### src/rtl/core/tpm_pkg.sv
// ----------------------------------------------------------------------------
// Timer progress monitor package
// Types and constants shared by the monitor's modules.
// ----------------------------------------------------------------------------
`timescale 1ns / 1ps

package tpm_pkg;

	localparam int unsigned ADDR_W = 6;
	localparam int unsigned DATA_W = 64;

	localparam logic [63:0] ALL_ONES_64 = 64'hFFFF_FFFF_FFFF_FFFF;
	localparam logic [63:0] ALL_ONES_32 = 64'h0000_0000_FFFF_FFFF;
	localparam logic [7:0]  RUN_MAX     = 8'hFF;

	localparam logic [7:0]  DEBOUNCE_RESET = 8'd25;
	localparam logic [31:0] STARTUP_RESET  = 32'd100;

	typedef enum logic [1:0] {
		HEALTH_START,
		HEALTH_OK,
		HEALTH_STUCK,
		HEALTH_DRIFT
	} health_t;

	typedef enum logic [2:0] {
		REG_MONITOR_ENABLE,
		REG_COUNTER_IS_WIDE,
		REG_LOWER_LIMIT,
		REG_UPPER_LIMIT,
		REG_DEBOUNCE_LIMIT,
		REG_STARTUP_WAIT,
		REG_REPORT_ENABLE
	} reg_index_t;

	typedef struct packed {
		logic        monitor_enable;
		logic        counter_is_wide;
		logic [63:0] lower_limit;
		logic [63:0] upper_limit;
		logic [7:0]  debounce_limit;
		logic [31:0] startup_wait;
		logic        report_enable;
	} tpm_cfg_t;

endpackage

### src/rtl/core/timer_progress_monitor_unit.sv
// ----------------------------------------------------------------------------
// Timer progress monitor
// Checks periodic samples of a free-running counter for stalls and drift.
// ----------------------------------------------------------------------------
// The monitor takes one counter sample per clock cycle while sample_stall is
// low and returns exactly one result for each sample; an accepted sample
// passes through the input register and then the result register. Throughput
// is set by the combinational delta, window compare and debounce update in
// tpm_core, which reads and writes the running state in the same cycle.
// A sample waits in the input register while a finished result is held
// under stall, so the input side keeps flowing until both stages are full.
// There is no clearing pass after reset. Configuration registers sit at byte
// address 8*i and should be written only while no sample is in flight.
`timescale 1ns / 1ps

module timer_progress_monitor_unit #(
	parameter int unsigned PERIOD_COUNT_BITS = 32
) (
	input  logic                        clk,
	input  logic                        arst_n,
	input  logic                        psel,
	input  logic                        penable,
	input  logic                        pwrite,
	input  logic [tpm_pkg::ADDR_W-1:0]  paddr,
	input  logic [tpm_pkg::DATA_W-1:0]  pwdata,
	output logic [tpm_pkg::DATA_W-1:0]  prdata,
	output logic                        pready,
	input  logic                        sample_valid,
	output logic                        sample_stall,
	input  logic [63:0]                 counter_value,
	output logic                        result_valid,
	input  logic                        result_stall,
	output logic [1:0]                  health,
	output logic [63:0]                 elapsed,
	output logic                        checked,
	output logic                        fault_event
);
	import tpm_pkg::*;

	tpm_cfg_t    cfg;
	logic        valid_s1;
	logic [63:0] sample_s1;
	logic        result_valid_q;
	logic        advance;
	logic        step;

	assign pready = 1'b1;

	// The result register can take a new value when it is empty or drained.
	assign advance      = !result_valid_q || !result_stall;
	assign step         = valid_s1 && advance;
	assign sample_stall = valid_s1 && !advance;
	assign result_valid = result_valid_q;

	always_ff @(posedge clk or negedge arst_n) begin
		if (!arst_n) begin
			valid_s1       <= 1'b0;
			result_valid_q <= 1'b0;
		end else begin
			if (!sample_stall) valid_s1 <= sample_valid;
			if (advance) result_valid_q <= valid_s1;
		end
	end

	always_ff @(posedge clk) begin
		if (sample_valid && !sample_stall) sample_s1 <= counter_value;
	end

	tpm_regs u_regs (
		.clk     (clk),
		.arst_n  (arst_n),
		.psel    (psel),
		.penable (penable),
		.pwrite  (pwrite),
		.paddr   (paddr),
		.pwdata  (pwdata),
		.prdata  (prdata),
		.cfg     (cfg)
	);

	tpm_core #(
		.PERIOD_COUNT_BITS (PERIOD_COUNT_BITS)
	) u_core (
		.clk         (clk),
		.arst_n      (arst_n),
		.cfg         (cfg),
		.step        (step),
		.sample_s1   (sample_s1),
		.health      (health),
		.elapsed     (elapsed),
		.checked     (checked),
		.fault_event (fault_event)
	);

endmodule

### src/rtl/core/tpm_regs.sv
// ----------------------------------------------------------------------------
// Timer progress monitor register file
// APB-style configuration registers with read-back.
// ----------------------------------------------------------------------------
`timescale 1ns / 1ps

module tpm_regs (
	input  logic                        clk,
	input  logic                        arst_n,
	input  logic                        psel,
	input  logic                        penable,
	input  logic                        pwrite,
	input  logic [tpm_pkg::ADDR_W-1:0]  paddr,
	input  logic [tpm_pkg::DATA_W-1:0]  pwdata,
	output logic [tpm_pkg::DATA_W-1:0]  prdata,
	output tpm_pkg::tpm_cfg_t           cfg
);
	import tpm_pkg::*;

	reg_index_t idx;
	logic       wr_en;
	tpm_cfg_t   cfg_q;

	// Registers sit on 8-byte boundaries; the low address bits are ignored.
	assign idx   = reg_index_t'(paddr[ADDR_W-1:3]);
	assign wr_en = psel && penable && pwrite;
	assign cfg   = cfg_q;

	always_ff @(posedge clk or negedge arst_n) begin
		if (!arst_n) begin
			cfg_q.monitor_enable  <= 1'b1;
			cfg_q.counter_is_wide <= 1'b0;
			cfg_q.lower_limit     <= '0;
			cfg_q.upper_limit     <= ALL_ONES_64;
			cfg_q.debounce_limit  <= DEBOUNCE_RESET;
			cfg_q.startup_wait    <= STARTUP_RESET;
			cfg_q.report_enable   <= 1'b1;
		end else if (wr_en) begin
			case (idx)
				REG_MONITOR_ENABLE:  cfg_q.monitor_enable  <= pwdata[0];
				REG_COUNTER_IS_WIDE: cfg_q.counter_is_wide <= pwdata[0];
				REG_LOWER_LIMIT:     cfg_q.lower_limit     <= pwdata;
				REG_UPPER_LIMIT:     cfg_q.upper_limit     <= pwdata;
				REG_DEBOUNCE_LIMIT:  cfg_q.debounce_limit  <= pwdata[7:0];
				REG_STARTUP_WAIT:    cfg_q.startup_wait    <= pwdata[31:0];
				REG_REPORT_ENABLE:   cfg_q.report_enable   <= pwdata[0];
				default: ;
			endcase
		end
	end

	always_comb begin
		case (idx)
			REG_MONITOR_ENABLE:  prdata = {63'd0, cfg_q.monitor_enable};
			REG_COUNTER_IS_WIDE: prdata = {63'd0, cfg_q.counter_is_wide};
			REG_LOWER_LIMIT:     prdata = cfg_q.lower_limit;
			REG_UPPER_LIMIT:     prdata = cfg_q.upper_limit;
			REG_DEBOUNCE_LIMIT:  prdata = {56'd0, cfg_q.debounce_limit};
			REG_STARTUP_WAIT:    prdata = {32'd0, cfg_q.startup_wait};
			REG_REPORT_ENABLE:   prdata = {63'd0, cfg_q.report_enable};
			default:             prdata = '0;
		endcase
	end

endmodule

### src/rtl/core/tpm_core.sv
// ----------------------------------------------------------------------------
// Timer progress monitor core
// Per-sample state update and result register for one monitored counter.
// ----------------------------------------------------------------------------
`timescale 1ns / 1ps

module tpm_core #(
	parameter int unsigned PERIOD_COUNT_BITS = 32
) (
	input  logic              clk,
	input  logic              arst_n,
	input  tpm_pkg::tpm_cfg_t cfg,
	input  logic              step,
	input  logic [63:0]       sample_s1,
	output logic [1:0]        health,
	output logic [63:0]       elapsed,
	output logic              checked,
	output logic              fault_event
);
	import tpm_pkg::*;

	localparam int unsigned PW = PERIOD_COUNT_BITS;
	localparam int unsigned CW = (PW > 32) ? PW : 32;

	logic [63:0]   prev_q;
	logic [PW-1:0] period_q;
	logic [7:0]    stuck_run_q;
	logic [7:0]    drift_run_q;
	health_t       health_q;
	logic [63:0]   last_delta_q;

	logic [CW-1:0] period_ext;
	logic [CW-1:0] wait_ext;
	logic          check_en;
	logic          same;
	logic          wrapped;
	logic [63:0]   diff;
	logic [63:0]   delta;
	logic          out_of_window;
	logic [7:0]    stuck_run_nx;
	logic [7:0]    drift_run_nx;
	health_t       health_nx;
	logic          event_nx;

	assign period_ext = CW'(period_q);
	assign wait_ext   = CW'(cfg.startup_wait);

	assign check_en = cfg.monitor_enable && (period_ext >= wait_ext) &&
		(health_q != HEALTH_STUCK) && (health_q != HEALTH_DRIFT);

	// A wrapped sample adds the all-ones value of the selected counter width,
	// which lands one count short of the true distance.
	assign same    = (sample_s1 == prev_q);
	assign wrapped = (sample_s1 < prev_q);
	assign diff    = sample_s1 - prev_q;
	assign delta   = wrapped ?
		diff + (cfg.counter_is_wide ? ALL_ONES_64 : ALL_ONES_32) : diff;

	assign out_of_window = (delta < cfg.lower_limit) || (delta > cfg.upper_limit);

	always_comb begin
		stuck_run_nx = stuck_run_q;
		drift_run_nx = drift_run_q;
		if (same) begin
			if (stuck_run_q != RUN_MAX) stuck_run_nx = stuck_run_q + 8'd1;
		end else if (out_of_window) begin
			if (drift_run_q != RUN_MAX) drift_run_nx = drift_run_q + 8'd1;
		end else begin
			stuck_run_nx = '0;
			drift_run_nx = '0;
		end

		if (stuck_run_nx >= cfg.debounce_limit) begin
			health_nx = HEALTH_STUCK;
		end else if (drift_run_nx >= cfg.debounce_limit) begin
			health_nx = HEALTH_DRIFT;
		end else begin
			health_nx = HEALTH_OK;
		end

		event_nx = cfg.report_enable &&
			((health_nx == HEALTH_STUCK) || (health_nx == HEALTH_DRIFT));
	end

	always_ff @(posedge clk or negedge arst_n) begin
		if (!arst_n) begin
			prev_q       <= '0;
			period_q     <= '0;
			stuck_run_q  <= '0;
			drift_run_q  <= '0;
			health_q     <= HEALTH_START;
			last_delta_q <= '0;
		end else if (step) begin
			// The period count runs on every sample, enabled or not, until it saturates.
			if (period_q != {PW{1'b1}}) period_q <= period_q + PW'(1);
			if (cfg.monitor_enable) prev_q <= sample_s1;
			if (check_en) begin
				stuck_run_q  <= stuck_run_nx;
				drift_run_q  <= drift_run_nx;
				health_q     <= health_nx;
				last_delta_q <= delta;
			end
		end
	end

	always_ff @(posedge clk) begin
		if (step) begin
			health      <= check_en ? health_nx : health_q;
			elapsed     <= check_en ? delta : last_delta_q;
			checked     <= check_en;
			fault_event <= check_en && event_nx;
		end
	end

endmodule

### config.mk
export PLATFORM = sky130hd
export DESIGN_NAME = timer_progress_monitor_unit
export DESIGN_NICKNAME = d
export VERILOG_FILES = /design/src/rtl/core/tpm_pkg.sv /design/src/rtl/core/timer_progress_monitor_unit.sv /design/src/rtl/core/tpm_regs.sv /design/src/rtl/core/tpm_core.sv
export SDC_FILE = /design/constraint.sdc
export NUM_CORES = 1
export LEC_CHECK = 0
export CORE_MARGIN = 5
export CORE_UTILIZATION = 45
export DETAILED_ROUTE_END_ITERATION = 6
export DONT_BUFFER_PORTS = 1
export GPL_TIMING_DRIVEN = 0
export PLACE_DENSITY = 0.6
export SLEW_MARGIN = 10
export SYNTH_ARGS = -nofsm -noshare
export SYNTH_HDL_FRONTEND = slang
export SYNTH_SLANG_ARGS = --single-unit
### constraint.sdc
create_clock -name clk -period 25.6 [get_ports clk]
set_input_delay 5.12 -clock clk [delete_from_list [all_inputs] [get_ports clk]]
set_output_delay 5.12 -clock clk [all_outputs]
set_load 0.05 [all_outputs]
After elaboration in Yosys (flattened, before gate mapping)
Index checks and enable logic that the tools add are counted.

Register bits after elaboration: 483. Input port bits: 141. Output and inout bits: 135. Word-level logic and storage cells: 86.

$add $sub $neg: 5. $lt $le $gt $ge: 6. Eq/ne operators: 14. Multiplexer cells: 13. Reduce and logical (&&, ||, !) cells: 28.

Operators by type and width (count): $pmux 64 s7 (1); $mux 64 (3); $lt 64x64->1 (2); $add 64x64->64 (1); $eq 64x64->1 (1); $gt 64x64->1 (1); $sub 64x64->64 (1); $mux 8 (6); $add 32x1->32 const B (1); $ge 32x32->1 (1); $ne 32x32->1 const B (1); $reduce_and 2->1 (10); $add 8x1->8 const B (2); $ge 8x8->1 (2); $ne 8x8->1 const B (2); $logic_and 1x1->1 (10); $eq 3x3->1 const B (3); $eq 3x2->1 const B (2); $mux 2 (3); $eq 2x2->1 const B (2); $logic_not 1->1 (4); $ne 2x2->1 const B (2); $eq 3x1->1 const B (1); $logic_not 3->1 (1); $logic_or 1x1->1 (3).

Logic depth before layout (Yosys ltp)
Gate-level depths: netlist of run 1.

Word-level depth: 14. Depth in mapped cells: 58. Depth with buffers taken out: 57.

By module
A second synthesis of run 1 with hierarchy kept.

Cells, all modules: 3183. Area total of the unflattened synthesis: 32239.7 sq um.

Modules (own cells, without submodules): tpm_core (times used 1, cells an instance 2573, area an instance 22392.7 sq um, seq. area each 6496.2 sq um); tpm_regs (times used 1, cells an instance 536, area an instance 7821.3 sq um, seq. area each 4369.2 sq um); timer_progress_monitor_unit (times used 1, cells an instance 74, area an instance 2025.7 sq um, seq. area each 1971.9 sq um).

Worst setup path before layout of run 1
No wires, ideal clock.

Kind: in2out. Start: in paddr[3] in the netlist's numbering. End: out prdata[10] in the netlist's numbering. Arrival: 7.265 ns. Required time: 20.480 ns. Setup slack: 13.215 ns. Stages: 5. Path buffers: 3. Path through: clkbuf_1 > clkbuf_1 > buf_1 > mux2i_1 > o21ai_0.

Word-level cells in the longest chain between the ends: 2. Elaborated cells between the ends (all ways): 8. Classes of those cells: eq/ne: 6; mux: 1; reduce/logical: 1.

RTL lines: start: declaration (line timer_progress_monitor_unit.sv:24) `input logic [tpm_pkg::ADDR_W-1:0] paddr,`; $eq 3x3->1 (tied with other cells) (line tpm_regs.sv:53) `case (idx)`; $pmux 64 s7 * (line tpm_regs.sv:53); end: declaration (line timer_progress_monitor_unit.sv:26) `output logic [tpm_pkg::DATA_W-1:0] prdata,`.

Every way passes the cells marked *; elsewhere a longest branch is shown, timed or not.

Worst setup path in the final report of run 1
Start: in paddr[3] in the netlist's numbering. End: out prdata[31] in the netlist's numbering.

Same word-level chain as after synthesis.

==> reports/results.ini, run 1 <==
[pwr]
p_leak_uw=0.0156
ir_drop_mv=0.0802
power_density_nw_per_um2=140

[clock_network]
cts_resized=0
clockBufferDepth=3
numCtsBuffers=56
cts.htree.levels=2
cts.clk_slew.worst_paths_ns=0.06
cts_setup_buffers=0
cts_root_buf=clkbuf_16
cts_tree=built
clock_sinks=483
postCtsHoldBufs=0
clk_latency_ns=0.66

[drt]
vias=24300
first_pass_iters=6
drtIter0Drc=1907
wl_per_cell_um=21.7
post-route-drc-count=0
avgViaCountPerCell=5.67
routed_wirelength_um=92800
drtAntennaViolNets=0

[place]
place.gp.congestion=0.921
hpwlAfterDp_um=72100
io_buffers=0

[synthesis]
synth.cell_area_sq_um=31100
synth.largest_area_cell=dfrtp_1
synth_seq_cells=483
synth_edf_count=132
synth_area_leaders=dfrtp_1 22%, edfxtp_1 13%, ha_1 11%
synth.avg_cell_area_sq_um=9.59
synthFlopType=dfrtp_1
ys_top_cells_by_count=417 x nand2_1, 279 x dfrtp_1, 274 x ha_1
syn-num-nets=3655
ys_types=88
ys_seq_area_share_pct=41.3
synthCells=3239
async_flop_share_pct=72.7
yosysWarnings=0
yosys.area.top_type_share_pct=22.5
yosysMostFrequentCell=nand2_1

[grt]
met1_usage_pct=32.6
globalRouteOverflowTotal=0
antenna_found_initial=4
grt_pass1_wl_um=142000
grt_max_degree=352
top_usage_layer=met2
grt.met2_usage_pct=39.5
grt_pass1_vias=24300
grt_usage_pct=24.3
met3_usage_pct=4.72

[worst_setup_path]
cp-start-kind=primary input
crit_type=primary input to output pin
crit_fanout=10
cp.arrival_ns=7.95
endpoint_kind=output pin
cp.required_ns=20.48

[floorplanning]
die_h_um=273
core_area_sq_um=68600
dieWidth_um=273
io-pin-count=276
initial_core_util_pct=45.3
die-area_sq_um=74400
num_rows=96

[hold_path]
min_path_type=flop to flop

[final_layout]
multi_input_area_sq_um=16800
nets=3717
final_layout_size_suffix_gt1_share_pct=12.8
area_growth_syn_to_layout_pct=10.4
register_area_sq_um=12800
fillerInstances=6322

[timing]
skew_ns=0.0650
slew_headroom_pct=17.2
fmax_mhz=76.5
slew_viol_final=0
whs_ns=0.477
finalCriticalPeriod_ns=13.07
tightest_slew_ns=1.24
tns_ns=0
rsz0062_at_grt=false
finalSetupViolations=0
finalCritPeriodShare_pct=51.1
finalHoldViolations=0

[outcome]
outcome=completed

[job]
drv_cap=0

==> routing by layer <==
layer	routed length, um	share of wire (%)	up-vias
li1	-	-	11600
met1	40800	44	11900
met2	42800	46	650
met3	5730	6.2	149
met4	3450	3.7	2
met5	11	0.012	-
==> final timing paths <==
| check | start | endpoint | slack (ns) | cells past startpoint |
|---|---|---|---|---|
| worst max-delay path | paddr[3] | prdata[31] | 12.53 | 5 |
| worst min-delay path | u_core.last_delta_q[47]$_DFFE_PN0P_ | u_core.last_delta_q[47]$_DFFE_PN0P_ | 0.48 | 2 |
| worst max register to register | sample_s1[0]$_DFFE_PP_ | u_core.fault_event$_DFFE_PP_ | 12.61 | 54 |
| worst min register to register | u_core.last_delta_q[47]$_DFFE_PN0P_ | u_core.last_delta_q[47]$_DFFE_PN0P_ | 0.48 | 2 |
| max in group asynchronous | arst_n | u_core.last_delta_q[0]$_DFFE_PN0P_ | 20.67 | 0 |
| min in group asynchronous | arst_n | u_core.period_ext[3]$_DFFE_PN0P_ | 4.15 | 0 |
==> sequential cells by signal, summed over array words and instances (netlist names) <==
signal               flops
u_core.elapsed          64
u_core.last_delta_q     64
u_core.fault_event       1
u_core.period_ext       32
u_core.health_q          2
result_valid             1
u_core.prev_q           64
u_core.checked           1
sample_s1               64
valid_s1                 1
u_core.stuck_run_q       8
u_core.drift_run_q       8
u_core.health            2
u_regs.cfg             171
==> critical path: stages <==
cell      delay (ns)
clkbuf_1        0.21
clkbuf_1        0.60
clkbuf_1        0.86
mux2i_1         0.28
o21ai_1         0.87
==> stage by stage <==
step           util (%)  cell area [sq um]  setup slack [ns]  cells  power [uW]
4_1_cts            50.0              34300             12.47   4280        4800
3_5_place_dp       47.1              32300             12.48   4174        3920
6_report           50.0              34300             12.53   4286        4810
5_1_grt            50.0              34300             11.66   4284        5200
2_1_floorplan         -              31100             13.21   3239        3100
3_3_place_gp       47.0              32200             12.05   4170        3830
==> final cells by class <==
cell class / instances / area share, %
Antenna cell: 6 / 0.0438
Inverter: 270 / 2.95
Sequential cell: 483 / 37.4
Timing Repair Buffer: 4 / 0.233
Clock inverter: 32 / 1.17
Clock buffer: 74 / 4.54
Buffer: 121 / 1.39
Tap cell: 931 / 3.39
Multi-Input combinational cell: 2365 / 48.8
==> where the power goes <==
group	internal (uW)	total [uW]	leakage (uW)	switching, uW
sequential	940	1050	0.00552	106
combinational	1100	2910	0.00914	1820
clock	502	849	0.000958	347
total	2540	4810	0.0156	2270
==> layout by cell type, fill, tap and decap left out, types with 10 or more instances in the layout <==
cell / n
a31oi_1: 21
inv_1: 270
o21bai_1: 20
o21ai_1: 32
o21a_1: 22
or2_2: 15
and2_1: 11
nand3_1: 48
nand4_1: 61
and4_1: 10
clkinv_2: 10
clkbuf_16: 56
nand2b_1: 43
dfstp_2: 72
ha_1: 274
o211ai_1: 10
a211oi_1: 19
o21ai_0: 208
dfrtp_1: 278
nand2_1: 417
nor3_1: 33
xnor2_1: 96
xor2_1: 47
nor2b_1: 35
mux2i_1: 64
edfxtp_1: 132
a21o_1: 109
a21oi_1: 193
nor4_1: 13
nor2_1: 159
clkbuf_1: 111
or3_1: 18
mux2_2: 216
and3_1: 33
buf_1: 11
==> kinds of logic (layout without fill, tap and decap cells) <==
| kind of cell | count (synthesis) | in the layout | synth area share, % |
|---|---|---|---|
| simple gates | 927 | 927 | 14.0 |
| other cells | 1 | 7 | 0.0121 |
| mux | 281 | 281 | 9.96 |
| xor+xnor | 143 | 143 | 4.03 |
| buf+inv | 391 | 501 | 4.79 |
| fa+ha+maj | 275 | 275 | 11.1 |
| flops | 483 | 483 | 41.3 |
| compound gates | 738 | 738 | 14.8 |
No activity file was read; power rests on OpenSTA's default activity.
==> inputs of run 2 (changes only) <==
==> constraint.sdc (replaced) <==
create_clock -name clk -period 12.95 [get_ports clk]
set_input_delay 2.59 -clock clk [delete_from_list [all_inputs] [get_ports clk]]
set_output_delay 2.59 -clock clk [all_outputs]
set_load 0.05 [all_outputs]
==> run 2 against run 1 <==
  * Total power grew 98%
  * Via count grew 0.19%
  * Routed wire length is essentially flat
  * Largest power group unchanged
  * Combinational power grew 99%
  * Sequential share of layout area is essentially flat
  * Final area grew 0.12%
  * Clock power grew 98%
  * Register-to-register slack lost 12 ns
  * Cell count is essentially flat
  * Flip-flop and latch count is the same
  * Largest cell class unchanged
  * Setup slack lost 12 ns
==> reports/results.ini, run 2 (synthesis gave the netlist of run 1 again) <==
[outcome]
outcome=completed  ; unchanged

[clock_network]
cts.htree.levels=2  ; unchanged
clockBufferDepth=3  ; unchanged
clk_latency_ns=0.66  ; about the same
numCtsBuffers=56  ; unchanged
clock_sinks=483  ; unchanged
cts_root_buf=clkbuf_16  ; unchanged
cts_setup_buffers=0  ; unchanged
postCtsHoldBufs=0  ; unchanged
cts.clk_slew.worst_paths_ns=0.06  ; about the same
cts_tree=built  ; unchanged

[grt]
grt_usage_pct=24.3  ; unchanged
grt_pass1_wl_um=142000  ; unchanged
antenna_found_initial=4  ; unchanged
grt_pass1_vias=24300  ; unchanged
globalRouteOverflowTotal=0  ; unchanged
grt_max_degree=352  ; unchanged

[worst_setup_path]
endpoint_kind=flop  ; was output pin
crit_slowest_cell=or4_1  ; was o21ai_1
worstReg2RegEnd=u_core.fault_event$_DFFE_PP_  ; unchanged
r2r_setup_slack_ns=0.99  ; was 12.61 ns
rr_worst_depth=55  ; was 54
cp-endpoint=u_core.fault_event$_DFFE_PP_  ; was prdata[31]
critPathLaunch=sample_s1[0]$_DFFE_PP_  ; was paddr[3]
cp-start-kind=flop  ; was primary input
critPathMaxStageDelay_ns=0.60  ; was 0.87 ns
r2r-start=sample_s1[0]$_DFFE_PP_  ; unchanged
cp.arrival_ns=12.36  ; was 7.95 ns
worst_path_most_repeated_cell=a21oi_1  ; was clkbuf_1
crit_fanout=10  ; unchanged
crit_type=flop to flop  ; was primary input to output pin
cp.required_ns=13.34  ; was 20.48 ns

[floorplanning]
initial_core_util_pct=45.3  ; unchanged
dieWidth_um=273  ; unchanged
die-area_sq_um=74400  ; unchanged
num_rows=96  ; unchanged
io-pin-count=276  ; unchanged
core_area_sq_um=68600  ; unchanged
die_h_um=273  ; unchanged

[job]
drv_cap=0  ; unchanged

[drt]
post-route-drc-count=0  ; unchanged
wl_per_cell_um=21.6  ; was 21.7 um
drtIter0Drc=1906  ; was 1907
drtAntennaViolNets=0  ; unchanged
vias=24400  ; was 24300
avgViaCountPerCell=5.68  ; was 5.67
first_pass_iters=6  ; unchanged
routed_wirelength_um=92700  ; was 92800 um

[timing]
tns_ns=0  ; unchanged
fmax_mhz=83.6
setup_ws_ns=0.987  ; was 12.53 ns
finalCritPeriodShare_pct=92.4
tightest_slew_ns=1.23  ; was 1.24 ns
rsz0062_at_grt=false  ; unchanged
slew_headroom_pct=17.6  ; was 17.2%
finalSetupViolations=0  ; unchanged
slew_viol_final=0  ; unchanged
finalCriticalPeriod_ns=11.96
skew_ns=0.0662  ; was 0.0650 ns
finalHoldViolations=0  ; unchanged

[place]
io_buffers=0  ; unchanged
place_ws_ns=0.0674  ; was 12.48 ns
place.gp.congestion=0.921  ; unchanged
hpwlAfterDp_um=72100  ; unchanged

[hold_path]
worstHoldStart=u_core.last_delta_q[47]$_DFFE_PN0P_  ; unchanged
min_path_type=flop to flop  ; unchanged

[pwr]
p_leak_uw=0.0156  ; about the same
ir_drop_mv=0.158  ; was 0.0802 mV
power_density_nw_per_um2=278  ; was 140 nW/um^2

[final_layout]
layout_common_cells=417 x nand2_1, 278 x dfrtp_1, 274 x ha_1, 270 x inv_1, 216 x mux2_2  ; unchanged
nets=3717  ; unchanged
final_layout_size_suffix_gt1_share_pct=13.1  ; was 12.8%
largest_register_ffs=171  ; unchanged
final_common_cell=nand2_1  ; unchanged
finish.utilization_pct=50.1  ; was 50.0%
area_growth_syn_to_layout_pct=10.5  ; was 10.4%

==> run 2: cell types whose count changed in the layout (fill, tap and decap cells not counted), sizes merged <==
cell / change
clkbuf: +1
buf: -1
diode: +1
==> run 2: layer usage <==
layer  vias up  track usage [%]  wire length, um
met2       673             39.5            42700
met5         -                0               11
met1     11900             32.6            40700
met4         2             8.29             3530
li1      11600                -                -
met3       148             4.72             5760
==> run 2: per-stage QoR <==
| stage | cells | instance area (sq um) | hold slack (ns) | power [uW] |
|---|---|---|---|---|
| 4_1_cts | 4280 | 34300 | 0.479 | 9480 |
| 3_3_place_gp | 4170 | 32200 | 0.454 | 7580 |
| 3_5_place_dp | 4174 | 32300 | 0.461 | 7750 |
| 2_1_floorplan | 3239 | 31100 | 0.442 | 6130 |
| 6_report | 4287 | 34400 | 0.476 | 9540 |
| 5_1_grt | 4284 | 34300 | 0.494 | 10300 |
==> run 2: layout make-up <==
| type | instances | area [sq um] |
|---|---|---|
| Antenna cell | 7 | 17.5 |
| Buffer | 121 | 482 |
| Clock buffer | 74 | 1560 |
| Clock inverter | 32 | 403 |
| Fill cell | 6320 | 34200 |
| Inverter | 270 | 1010 |
| Multi-Input combinational cell | 2365 | 16800 |
| Sequential cell | 483 | 12800 |
| Tap cell | 931 | 1160 |
| Timing Repair Buffer | 4 | 80.1 |
==> run 2: how the worst min path moves through the flow <==
stage	endpoint	slack [ns]	cells past startpoint
after global routing	u_core.last_delta_q[55]$_DFFE_PN0P_	0.49	2
final	u_core.last_delta_q[47]$_DFFE_PN0P_	0.48	2
after CTS	u_core.last_delta_q[2]$_DFFE_PN0P_	0.48	2
after floorplan	u_core.last_delta_q[35]$_DFFE_PN0P_	0.44	2
after detailed placement	u_core.last_delta_q[37]$_DFFE_PN0P_	0.46	2
after global placement	u_core.last_delta_q[7]$_DFFE_PN0P_	0.45	2
==> run 2: where the power goes <==
part           leakage [uW]  switching (uW)  internal [uW]
registers           0.00552             209           1860
clock network      0.000958             685            991
logic               0.00916            3610           2180
==> run 2: critical path: cells and delay by family (launching register included) <==
kind                     cells  cell delay (ns)
buffers and inverters        4             0.72
adder cells (fa/ha/maj)      5             1.42
AO/OA/AOI/OAI               26             5.38
flip-flops                   1             0.42
XOR/XNOR                     2             0.28
AND/OR/NAND/NOR             18             3.49
==> run 2: what timing repair did <==
action	in CTS	in global routing
hold endpoints to repair	0	0
endpoints found under the setup margin	0	5
resized for setup	0	16
